### config.mk
export PLATFORM = sky130hd
export DESIGN_NAME = lge_row_cell
export DESIGN_NICKNAME = d
export VERILOG_FILES = /design/src/hw/rtl/assert_macros.svh /design/src/hw/rtl/lge_pkg.sv /design/src/hw/rtl/lge_row_cell.sv
export SDC_FILE = /design/constraint.sdc
export NUM_CORES = 1
export LEC_CHECK = 0
export ABC_CLOCK_PERIOD_IN_PS = 2700
export BUFFER_PORTS_ARGS = -buffer_cell sky130_fd_sc_hd__buf_2
export CAP_MARGIN = 0
export CORE_MARGIN = 5
export CORE_UTILIZATION = 42
export DETAILED_ROUTE_END_ITERATION = 8
export GPL_ROUTABILITY_DRIVEN = 0
export PLACE_DENSITY = 0.77
export RECOVER_POWER = 25
export SETUP_SLACK_MARGIN = 0.5
export SLEW_MARGIN = 20
export SYNTH_ARGS = -nofsm -noshare
export SYNTH_HDL_FRONTEND = slang
export SYNTH_SLANG_ARGS = --single-unit
### constraint.sdc
create_clock -name clock -period 2.7 [get_ports clock]
set_clock_uncertainty 0.2 [all_clocks]
set_input_delay 0.54 -clock clock [delete_from_list [all_inputs] [get_ports clock]]
set_output_delay 0.54 -clock clock [all_outputs]
set_load 0.005 [all_outputs]
### src/hw/rtl/assert_macros.svh
// assertion macros used by the top-level rtl file
`ifndef ASSERT_MACROS_SVH
`define ASSERT_MACROS_SVH

// same-cycle implication, checked at each rising edge outside reset
`define LGE_ASSERT_NOW(label, clk, rst, ante, cons, msg) \
   label: assert property (@(posedge clk) disable iff (rst) (ante) |-> (cons)) \
      else $error(msg);

// next-cycle implication, checked at each rising edge outside reset
`define LGE_ASSERT_NEXT(label, clk, rst, ante, cons, msg) \
   label: assert property (@(posedge clk) disable iff (rst) (ante) |=> (cons)) \
      else $error(msg);

`endif

### src/hw/rtl/lge_pkg.sv
// types, constants and codes of the life generation engine
`default_nettype none

package lge_pkg;

   // grid size
   localparam int MAX_COLS  = 64;
   localparam int MAX_ROWS  = 64;
   localparam int COL_IDX_W = $clog2(MAX_COLS);
   localparam int ROW_IDX_W = $clog2(MAX_ROWS);
   localparam int COL_CNT_W = COL_IDX_W + 1;
   localparam int ROW_CNT_W = ROW_IDX_W + 1;

   // request and register field widths
   localparam int FUNC_W  = 3;
   localparam int COORD_W = 6;
   localparam int CFG_W   = 7;
   localparam int CSR_IDX_W = 1;
   localparam int NBR_W   = 4;

   // operation codes
   localparam logic [FUNC_W-1:0] FN_WRITE  = 3'd0;
   localparam logic [FUNC_W-1:0] FN_TOGGLE = 3'd1;
   localparam logic [FUNC_W-1:0] FN_READ   = 3'd2;
   localparam logic [FUNC_W-1:0] FN_STEP   = 3'd3;
   localparam logic [FUNC_W-1:0] FN_CLEAR  = 3'd4;

   // register indexes
   localparam logic [CSR_IDX_W-1:0] CSR_COLS = 1'b0;
   localparam logic [CSR_IDX_W-1:0] CSR_ROWS = 1'b1;

   // life rule neighbour counts
   localparam logic [NBR_W-1:0] SURVIVE_MIN = 4'd2;
   localparam logic [NBR_W-1:0] BIRTH_COUNT = 4'd3;

   typedef logic [MAX_COLS-1:0] row_type;

   // request held for the length of a pass
   typedef struct packed {
      logic [FUNC_W-1:0]    func;
      logic [COL_IDX_W-1:0] col;
      logic [ROW_IDX_W-1:0] row;
      logic                 new_value;
      logic                 in_range;
   } req_type;

   typedef enum logic [2:0] {
      ST_IDLE = 3'b001,
      ST_PASS = 3'b010,
      ST_HOLD = 3'b100
   } state_type;

endpackage

`default_nettype wire

### src/hw/rtl/lge_row_cell.sv
// one row of the grid, a link in the rotating chain of rows
`default_nettype none

module lge_row_cell (
   input  logic             clock,
   input  logic             reset,
   input  logic             shift_en,
   input  lge_pkg::row_type shift_data,
   output lge_pkg::row_type row_out
);
   import lge_pkg::*;

   row_type bits_ff;
   row_type bits_in;

   // take the neighbour's row while the chain turns
   always_comb begin
      bits_in = shift_en ? shift_data : bits_ff;
   end

   always_ff @(posedge clock) begin
      if (reset) begin
         bits_ff <= '0;
      end else begin
         bits_ff <= bits_in;
      end
   end

   assign row_out = bits_ff;

endmodule

`default_nettype wire

Yosys cells after proc, flatten, opt, wreduce, memory -nomap -nowiden --
Cells that the tools add are included.
Storage, ports and cells: flip-flop bits (word level) 64, output and inout port bits 64, word-level logic and storage cells 1

Longest topological paths before layout --
Gate-level depths: netlist (run 1).
depth in word-level cells 0, gate-level depth with buffers 4, mapped depth without buffers 2

Worst setup path before layout (run 1) --
No wires, ideal clock.
path kind input to register, start in shift_en, end reg bits_ff[10], in the netlist row_out[10], library setup time 128 ps, arrival 1066 ps, required time 2372 ps, slack 1306 ps, stages 4, path buffers 2, cells stage by stage buf_6 buf_8 mux2i_1 nor2_1
RTL lines:
- start: declaration | line lge_row_cell.sv:7 | input logic shift_en,
- end signal: assignment | line lge_row_cell.sv:25 | bits_ff <= bits_in;
- end: declaration | line lge_row_cell.sv:13 | row_type bits_ff;

==> flow_summary.json, run 1 <==
{
  "largest_reg_flops": 64,
  "grt_usage_pct": 15.1,
  "fp.dieArea_sq_um": 7030,
  "ant_nets": 0,
  "numCtsBuffers": 9,
  "tightest_slew_ns": 1.12,
  "vias": 1823,
  "critPathCaptureType": "register",
  "gr-total-overflow": 0,
  "die_h_um": 83.9,
  "synth_top_area_cell": "dfxtp_1",
  "worstSetupPathType": "in -> reg",
  "cts_tree": "yes",
  "cts_hold_buf": 0,
  "post-cts-setup-buffers": 0,
  "layout_min_cycle_time_ns": 1.93,
  "holdPathStages": 3,
  "stdcell_area_sq_um": 3130,
  "drc": 0,
  "synth_fp_nets": 273,
  "layout-drive-gt1-share_pct": 42.9,
  "holdWs_ns": 0.256,
  "ios": 131,
  "critPathRequiredTime_ns": 2.68,
  "r2r_cells": 2,
  "clock_path_buffers": 2,
  "area_growth_pct": 36.6,
  "slew_viol_final": 0,
  "antenna_found_initial": 0,
  "grt_pass1_vias": 1878,
  "drt-initial-drc-count": 34,
  "ys_top_cells_by_area": "dfxtp_1 (56%), mux2i_1 (28%), nor2_1 (10%)",
  "worst_ir_drop_vdd_mv": 0.383,
  "report.power.total_uw": 2060,
  "placedCellCount": 394,
  "tns_ns": 0,
  "fp-row-count": 26,
  "firstDrtPassIters": 2,
  "dpl_cell_area_sq_um": 2940,
  "rr_startpoint": "row_out[5]",
  "synth_top_area_share_pct": 55.9,
  "synth_cells": 206,
  "timing.fmax_mhz": 518,
  "ys_seq_area_share_pct": 55.9,
  "coreArea_sq_um": 5200,
  "rr_endpoint": "row_out[5]",
  "whs_endpoint": "row_out[31]",
  "fillCellCount": 466,
  "wire_per_inst_um": 12.7,
  "yosys-top-cells-count": "dfxtp_1 (64), mux2i_1 (64), nor2_1 (64)",
  "status": "complete, no violations",
  "yosys_warnings": 0,
  "grt_max_degree": 65,
  "grt_pass1_wl_mm": 8.51,
  "drt-total-wl_mm": 5.22,
  "dp_hpwl_mm": 3.84,
  "via_per_inst": 4.45,
  "h-tree-depth": 3,
  "cts-resized-gates": 0,
  "synth_edf_count": 0,
  "worstSetupStartpointType": "primary input",
  "rsz0062_at_grt": "false",
  "hold_viol_final": 0,
  "powerDensity_nw_per_um2": 660,
  "ys.flop_type": "dfxtp_1",
  "layout.cells.non_filler": 410,
  "nNetsFinal": 402,
  "insertion_delay_ns": 0.32,
  "regToRegSetupSlack_ns": 1.85,
  "cts_sinks": 64,
  "cp_max_fo": 64,
  "clockRootBuffer": "clkbuf_8",
  "cap_viol_max_count": 0,
  "ys_ff_latch": 64,
  "syn-cell-area_sq_um": 2290,
  "finalCritPeriodShare_pct": 71.5,
  "hp-class": "in -> reg",
  "start_util_pct": 44.0,
  "maxSlewHeadroom_pct": 25.6,
  "p_leak_uw": 0.00172,
  "ys_types": 7,
  "antenna_cells": 0,
  "worstHoldStart": "shift_data[31]",
  "crit_arrival_ns": 1.91,
  "path_clk_slew_ns": 0.06,
  "ys_async_sr_fraction_pct": 0,
  "finalSetupViolCount": 0,
  "io_buffers": 130,
  "die_width_um": 83.9,
  "syn_avg_cell_area_sq_um": 11.1
}
==> cell type report <==
cell class                 count  area (sq um)  area share [%]
sequential                    64          1280            40.9
multi-input combinational    128           881            28.1
clock buffer                  13           159            5.08
timing repair buffer         132           681            21.8
tap                           70          87.6            2.80
clock inverter                 3          40.0            1.28
==> critical path: stages <==
cell and delay (ns):
clkbuf_4 0.10, clkbuf_4 0.84, mux2i_1 0.30, nor2_1 0.06
==> worst max-delay path by stage <==
stage           startpoint  slack [ns]  cells past startpoint           to
2_1_floorplan     shift_en        1.31                      4  row_out[10]
3_3_place_gp      shift_en        1.04                      4  row_out[20]
3_5_place_dp         reset        1.00                      3  row_out[42]
4_1_cts        row_out[26]        1.16                      1  row_out[26]
5_1_grt           shift_en        0.70                      4  row_out[58]
6_report          shift_en        0.77                      4  row_out[52]
==> power breakdown <==
part | switching (uW) | internal, uW | total [uW]
registers | 25.8 | 1000 | 1030
clock network | 322 | 475 | 797
logic | 110 | 131 | 241
==> layer usage <==
metal	vias up	global-route usage, %	share of wire (%)
met5	-	0	0
met4	0	6.58	0.33
met3	4	6.42	8.6
met2	71	26.2	51
met1	811	15.9	40
li1	937	-	-
==> placed cells by master (no fill, tap or decap), drive strengths merged <==
master and count:
buf 130, mux2i 64, nor2 64, dfxtp 64
clkbuf 15, clkinv 2, bufinv 1
==> stage by stage <==
stage          utilization [%]  worst slack [ns]
2_1_floorplan                -              1.31
3_3_place_gp              56.5              1.04
3_5_place_dp              56.5              1.00
4_1_cts                   60.4              1.16
5_1_grt                   60.1             0.702
6_report                  60.1             0.770
==> cell families after synthesis <==
group / Yosys count / synth area share [%]
multiplexers: 64 / 28.0
flip-flops: 64 / 55.9
AND/OR/NAND/NOR: 64 / 10.5
buffers and inverters: 14 / 5.63
Note: power is estimated with default switching activity, not from simulation.
==> run 2: changes to the inputs <==
--- a/config.mk
+++ b/config.mk
@@ -5,7 +5,7 @@
 export SDC_FILE = /design/constraint.sdc
 export NUM_CORES = 1
 export LEC_CHECK = 0
-export ABC_CLOCK_PERIOD_IN_PS = 2700
+export ABC_CLOCK_PERIOD_IN_PS = 1960
 export BUFFER_PORTS_ARGS = -buffer_cell sky130_fd_sc_hd__buf_2
 export CAP_MARGIN = 0
 export CORE_MARGIN = 5
==> constraint.sdc (replaced) <==
create_clock -name clock -period 1.96 [get_ports clock]
set_clock_uncertainty 0.2 [all_clocks]
set_input_delay 0.392 -clock clock [delete_from_list [all_inputs] [get_ports clock]]
set_output_delay 0.392 -clock clock [all_outputs]
set_load 0.005 [all_outputs]
==> run 2 against run 1 <==
  * Wire length fell by 3.1%
  * Hold slack got worse by 0.14 ns
  * Flip-flop and latch count did not move
  * Clock-buffer cell count did not move
  * Clock power rose by 38%
  * Sequential power rose by 37%
  * Sequential share of layout area fell by 0.23 points
  * Utilization rose by 0.34 points
  * Critical path type unchanged
  * Largest power group unchanged
  * Highest routed layer unchanged
==> flow_summary.json, run 2 (synthesis gave the netlist of run 1 again) <==
{
  "status": "complete, no violations",
  "wire_per_inst_um": 12.3,
  "rsz0062_at_grt": "false",
  "largest_reg_flops": 64,
  "nNetsFinal": 403,
  "path_clk_slew_ns": 0.07,
  "cts_hold_buf": 0,
  "p_leak_uw": 0.00173,
  "finalSetupViolCount": 0,
  "clock_path_buffers": 2,
  "drt-total-wl_mm": 5.06,
  "powerDensity_nw_per_um2": 903,
  "start_util_pct": 44.0,
  "cp_max_fo": 31,
  "firstDrtPassIters": 3,
  "timing.fmax_mhz": 625,
  "fillCellCount": 451,
  "grt_use_met1_pct": 16.4,
  "hp-class": "in -> reg",
  "crit_arrival_ns": 1.60,
  "slew_viol_final": 0,
  "multiInputGateArea_sq_um": 881,
  "gr-total-overflow": 0,
  "antenna_found_initial": 0,
  "dp_hpwl_mm": 3.70,
  "switchingPower_uw": 628,
  "busiest_layer": "met2",
  "hold_viol_final": 0,
  "cts_sinks": 64,
  "worstSetupPathType": "in -> reg",
  "antenna_cells": 0,
  "layout_commonest_cell": "buf_2",
  "seqPwrFrac_pct": 49.8,
  "max_stage_delay_ns": 0.75,
  "comb_power_share_pct": 11.6,
  "layout_min_cycle_time_ns": 1.60,
  "h-tree-depth": 3,
  "layout-drive-gt1-share_pct": 43.1,
  "holdWs_ns": 0.113,
  "drc": 0,
  "tns_ns": 0,
  "coreArea_sq_um": 5200,
  "numCtsBuffers": 9,
  "p_int_uw": 2210,
  "ant_nets": 0,
  "io_buffers": 130,
  "seq_area_sq_um": 1280,
  "path_cells": "buf_4 > clkbuf_2 > mux2i_1 > nor2_1",
  "grt_pass1_vias": 1874,
  "p_clk_share_pct": 38.7,
  "finalCritPeriodShare_pct": 81.7,
  "critPathRequiredTime_ns": 1.96,
  "cap_viol_max_count": 0,
  "fp.dieArea_sq_um": 7030,
  "drt-initial-drc-count": 55,
  "maxSlewHeadroom_pct": 33.7,
  "ios": 131,
  "grt_usage_pct": 14.8,
  "swShare_pct": 22.1,
  "fp-row-count": 26,
  "cts-resized-gates": 0,
  "tightest_slew_ns": 0.995,
  "area_growth_pct": 37.4,
  "post-cts-setup-buffers": 0,
  "critPathCaptureType": "register",
  "clockRootBuffer": "clkbuf_8",
  "vias": 1797,
  "die_h_um": 83.9,
  "grt_pass1_wl_mm": 8.51,
  "layout_common_cells": "buf_2 (129), mux2i_1 (64), nor2_1 (64), dfxtp_1 (64), clkbuf_8 (11)",
  "via_per_inst": 4.37,
  "insertion_delay_ns": 0.31,
  "die_width_um": 83.9,
  "cts_tree": "yes",
  "worstSetupStartpointType": "primary input",
  "use_met3_pct": 4.54,
  "worst_ir_drop_vdd_mv": 0.502,
  "cp_slowest_cell": "clkbuf_2",
  "grt_max_degree": 65,
  "grt_util_met2_pct": 25.7
}
[run 2: worst max-delay path, delay by kind of cell]
kind | cells | cell delay (ns)
buffers and inverters | 2 | 0.85
multiplexers | 1 | 0.28
AND/OR/NAND/NOR | 1 | 0.05
[run 2: per-stage QoR]
stage | instance area [sq um] | power [uW] | instances | setup WS (ns) | utilization (%)
5_1_grt | 3150 | 3000 | 411 | 0.275 | 60.5
3_5_place_dp | 2960 | 1780 | 395 | 0.586 | 56.9
2_1_floorplan | 2290 | 1620 | 206 | 0.714 | -
6_report | 3150 | 2840 | 411 | 0.359 | 60.5
4_1_cts | 3160 | 2890 | 411 | 0.565 | 60.7
3_3_place_gp | 2960 | 1770 | 395 | 0.613 | 56.9
[run 2: area by class of cell]
type / instances / share of cell area [%]
sequential: 64 / 40.7
clock buffer: 13 / 5.05
tap: 70 / 2.78
timing repair buffer: 133 / 22.2
multi-input combinational: 128 / 28.0
clock inverter: 3 / 1.27
[run 2: worst paths after layout]
path | from | to | slack [ns] | depth (start not counted)
max | shift_en | row_out[34] | 0.36 | 4
min | shift_data[36] | row_out[36] | 0.11 | 3
max reg2reg | row_out[1] | row_out[1] | 1.14 | 2
min reg2reg | row_out[29] | row_out[29] | 0.29 | 2
[run 2: layer usage]
layer / wire, um / part of all wire (%)
met1: 2080 / 41
met2: 2590 / 51
met3: 362 / 7.2
met4: 28 / 0.55
met5: 0 / 0
[run 2: power by group through the flow]
stage / Clock, uW / Sequential, uW / Combinational, uW
floorplan: 0 / 1450 / 172
global placement: 0 / 1440 / 331
detailed placement: 0 / 1440 / 338
CTS: 1140 / 1420 / 338
global route: 1200 / 1420 / 371
finish: 1100 / 1410 / 329
==> run 3: changes to the inputs <==
--- a/config.mk
+++ b/config.mk
@@ -5,14 +5,15 @@
 export SDC_FILE = /design/constraint.sdc
 export NUM_CORES = 1
 export LEC_CHECK = 0
-export ABC_CLOCK_PERIOD_IN_PS = 1960
+export ABC_AREA = 1
+export ABC_CLOCK_PERIOD_IN_PS = 1400
 export BUFFER_PORTS_ARGS = -buffer_cell sky130_fd_sc_hd__buf_2
 export CAP_MARGIN = 0
 export CORE_MARGIN = 5
-export CORE_UTILIZATION = 42
+export CORE_UTILIZATION = 41
 export DETAILED_ROUTE_END_ITERATION = 8
 export GPL_ROUTABILITY_DRIVEN = 0
-export PLACE_DENSITY = 0.77
+export PLACE_DENSITY = 0.75
 export RECOVER_POWER = 25
 export SETUP_SLACK_MARGIN = 0.5
 export SLEW_MARGIN = 20
==> constraint.sdc (replaced) <==
create_clock -name clock -period 1.4 [get_ports clock]
set_clock_uncertainty 0.2 [all_clocks]
set_input_delay 0.28 -clock clock [delete_from_list [all_inputs] [get_ports clock]]
set_output_delay 0.28 -clock clock [all_outputs]
set_load 0.005 [all_outputs]
==> run 3 against run 2 <==
  * Utilization fell by 0.32 points
  * Final cell count rose by 50%
  * Setup slack worse by 0.23 ns
  * Combinational power is 100% higher
  * Flip-flop and latch count unchanged
  * Clock-buffer cell count is the same
  * Via count grew 45%
  * Wire length grew 31%
  * Global-route usage rose by 0.68 points
  * First-iteration DRC count increased by 78%
  * Register-to-register slack lost 0.65 ns
  * Sequential power rose by 45%
  * Critical path type is now reg -> out
  * Highest routed layer unchanged
==> flow_summary.json, run 3 <==
{
  "placedCellCount": 596,
  "firstDrtPassIters": 6,
  "die_width_um": 90.6,
  "coreArea_sq_um": 6350,
  "area_growth_pct": 43.2,
  "cp_slowest_cell": "dfxtp_1",
  "ys_seq_area_share_pct": 48.1,
  "rsz0062_at_grt": "true",
  "cts_hold_buf": 0,
  "worstHoldStart": "shift_data[37]",
  "wire_per_inst_um": 10.8,
  "layout.cells.non_filler": 617,
  "io_buffers": 130,
  "crit_arrival_ns": 0.80,
  "layout_commonest_cell": "nand2_1",
  "ys_ff_latch": 64,
  "crit_cells": 1,
  "via_per_inst": 4.22,
  "hp-class": "in -> reg",
  "yosys_warnings": 0,
  "finalSetupViolCount": 0,
  "stdcell_area_sq_um": 3820,
  "path_cells": "buf_2",
  "fp.dieArea_sq_um": 8220,
  "synth_top_area_share_pct": 48.1,
  "fp-row-count": 29,
  "ys_types": 8,
  "clock_path_buffers": 2,
  "whs_endpoint": "row_out[37]",
  "largest_reg_flops": 64,
  "ys.flop_type": "dfxtp_1",
  "crit_family": "flip-flops",
  "dpl_cell_area_sq_um": 3320,
  "use_met3_pct": 6.00,
  "h-tree-depth": 3,
  "critPathCaptureType": "output pin",
  "cap_viol_max_count": 0,
  "grt_max_degree": 71,
  "start_util_pct": 42.0,
  "status": "complete, no violations",
  "holdPathStages": 5,
  "layout-drive-gt1-share_pct": 39.6,
  "path_clk_slew_ns": 0.07,
  "grt_util_met2_pct": 25.4,
  "cts_sinks": 64,
  "dp_hpwl_mm": 4.35,
  "ys_top_cells_by_area": "dfxtp_1 (48%), nand2_1 (18%), nor2_1 (18%)",
  "rr_endpoint": "row_out[3]",
  "grt_pass1_wl_mm": 10.7,
  "syn-cell-area_sq_um": 2670,
  "cp.buffers_inverters": 1,
  "syn_avg_cell_area_sq_um": 6.58,
  "drt-total-wl_mm": 6.64,
  "gr-total-overflow": 0,
  "max_stage_delay_ns": 0.35,
  "finalCritPeriodShare_pct": 91.1,
  "slew_viol_final": 0,
  "cp_max_fo": 2,
  "clockRootBuffer": "clkbuf_8",
  "drc": 0,
  "powerDensity_nw_per_um2": 1120,
  "nNetsFinal": 602,
  "tns_ns": 0,
  "regToRegSetupSlack_ns": 0.49,
  "maxSlewHeadroom_pct": 59.6,
  "layout_min_cycle_time_ns": 1.28,
  "rr_startpoint": "row_out[3]",
  "drt-initial-drc-count": 98,
  "synth_cells": 405,
  "fillCellCount": 608,
  "antenna_cells": 0,
  "ys_async_sr_fraction_pct": 0,
  "grt_use_met1_pct": 17.8,
  "die_h_um": 90.6,
  "cts_tree": "yes",
  "report.power.total_uw": 4300,
  "antenna_found_initial": 0,
  "p_leak_uw": 0.00229,
  "synth_fp_nets": 472,
  "insertion_delay_ns": 0.33,
  "grt_usage_pct": 15.5,
  "yosys-top-cells-count": "nand2_1 (128), nor2_1 (128), dfxtp_1 (64), inv_1 (64), buf_6 (12)",
  "timing.fmax_mhz": 784,
  "grt_pass1_vias": 2414,
  "worstSetupStartpointType": "register",
  "ios": 131,
  "ant_nets": 0,
  "tightest_slew_ns": 0.605,
  "hold_viol_final": 0,
  "worstSetupPathType": "reg -> out",
  "busiest_layer": "met2",
  "layout_common_cells": "nand2_1 (128), nor2_1 (123), buf_2 (103)",
  "vias": 2603,
  "synth_edf_count": 0,
  "worst_ir_drop_vdd_mv": 0.673,
  "synth_top_area_cell": "dfxtp_1",
  "r2r_cells": 3,
  "critPathRequiredTime_ns": 0.92,
  "numCtsBuffers": 9
}
[run 3: cell count changes in the layout (fill, tap and decap cells not counted), sizes merged]
cell,change
inv,+65
nor2,+64
buf,+6
nand2,+128
mux2i,-64
[run 3: how the worst max path moves through the flow]
| stage | start | endpoint | slack [ns] |
|---|---|---|---|
| 2_1_floorplan | shift_en | row_out[0] | 0.44 |
| 3_3_place_gp | shift_en | row_out[59] | 0.23 |
| 3_5_place_dp | shift_en | row_out[14] | 0.20 |
| 4_1_cts | row_out[2] | row_out[2] | 0.12 |
| 5_1_grt | row_out[2] | row_out[2] | 0.08 |
| 6_report | row_out[2] | row_out[2] | 0.12 |
[run 3: kinds of logic (layout without fill, tap and decap cells)]
| family | after synthesis | count (layout) | synth area share (%) |
|---|---|---|---|
| flip-flops | 64 | 64 | 48.1 |
| buffers and inverters | 85 | 220 | 15.9 |
| AND/OR/NAND/NOR | 256 | 256 | 36.0 |
[run 3: layout make-up]
cell class | count | area [sq um] | area share, %
Sequential cell | 64 | 1350 | 35.4
Multi-Input combinational cell | 256 | 983 | 25.8
Timing Repair Buffer | 139 | 946 | 24.8
Inverter | 65 | 244 | 6.39
Clock buffer | 13 | 159 | 4.16
Tap cell | 77 | 96.3 | 2.52
Clock inverter | 3 | 40.0 | 1.05
[run 3: report_power, final]
part / switching [uW] / internal, uW / leakage, uW
Clock: 673 / 916 / 0.000103
Sequential: 73.9 / 1970 / 0.000548
Combinational: 314 / 348 / 0.00163
Total: 1060 / 3240 / 0.00229
[run 3: metal layers]
layer  routed length, um  vias up
met1                2800     1093
li1                    -     1396
met2                3140      104
met5                   0        -
met4                  93        0
met3                 603       10
[run 3: per-stage QoR]
step           utilization, %  hold WS (ns)  worst slack (ns)
6_report                 60.1        0.0357             0.124
5_1_grt                  60.1        0.0364            0.0840
4_1_cts                  58.2       0.00631             0.120
3_5_place_dp             52.2         0.267             0.199
3_3_place_gp             52.2         0.256             0.231
2_1_floorplan               -         0.257             0.444
[run 3: what timing repair did]
action | 4_1_cts | 5_1_grt
resized for setup | 77 | 23
pin swaps | 0 | 3
endpoints found under the setup margin | 64 | 69
cloned | 0 | 1
hold endpoints to repair | 0 | 0
buffers inserted | 3 | 1
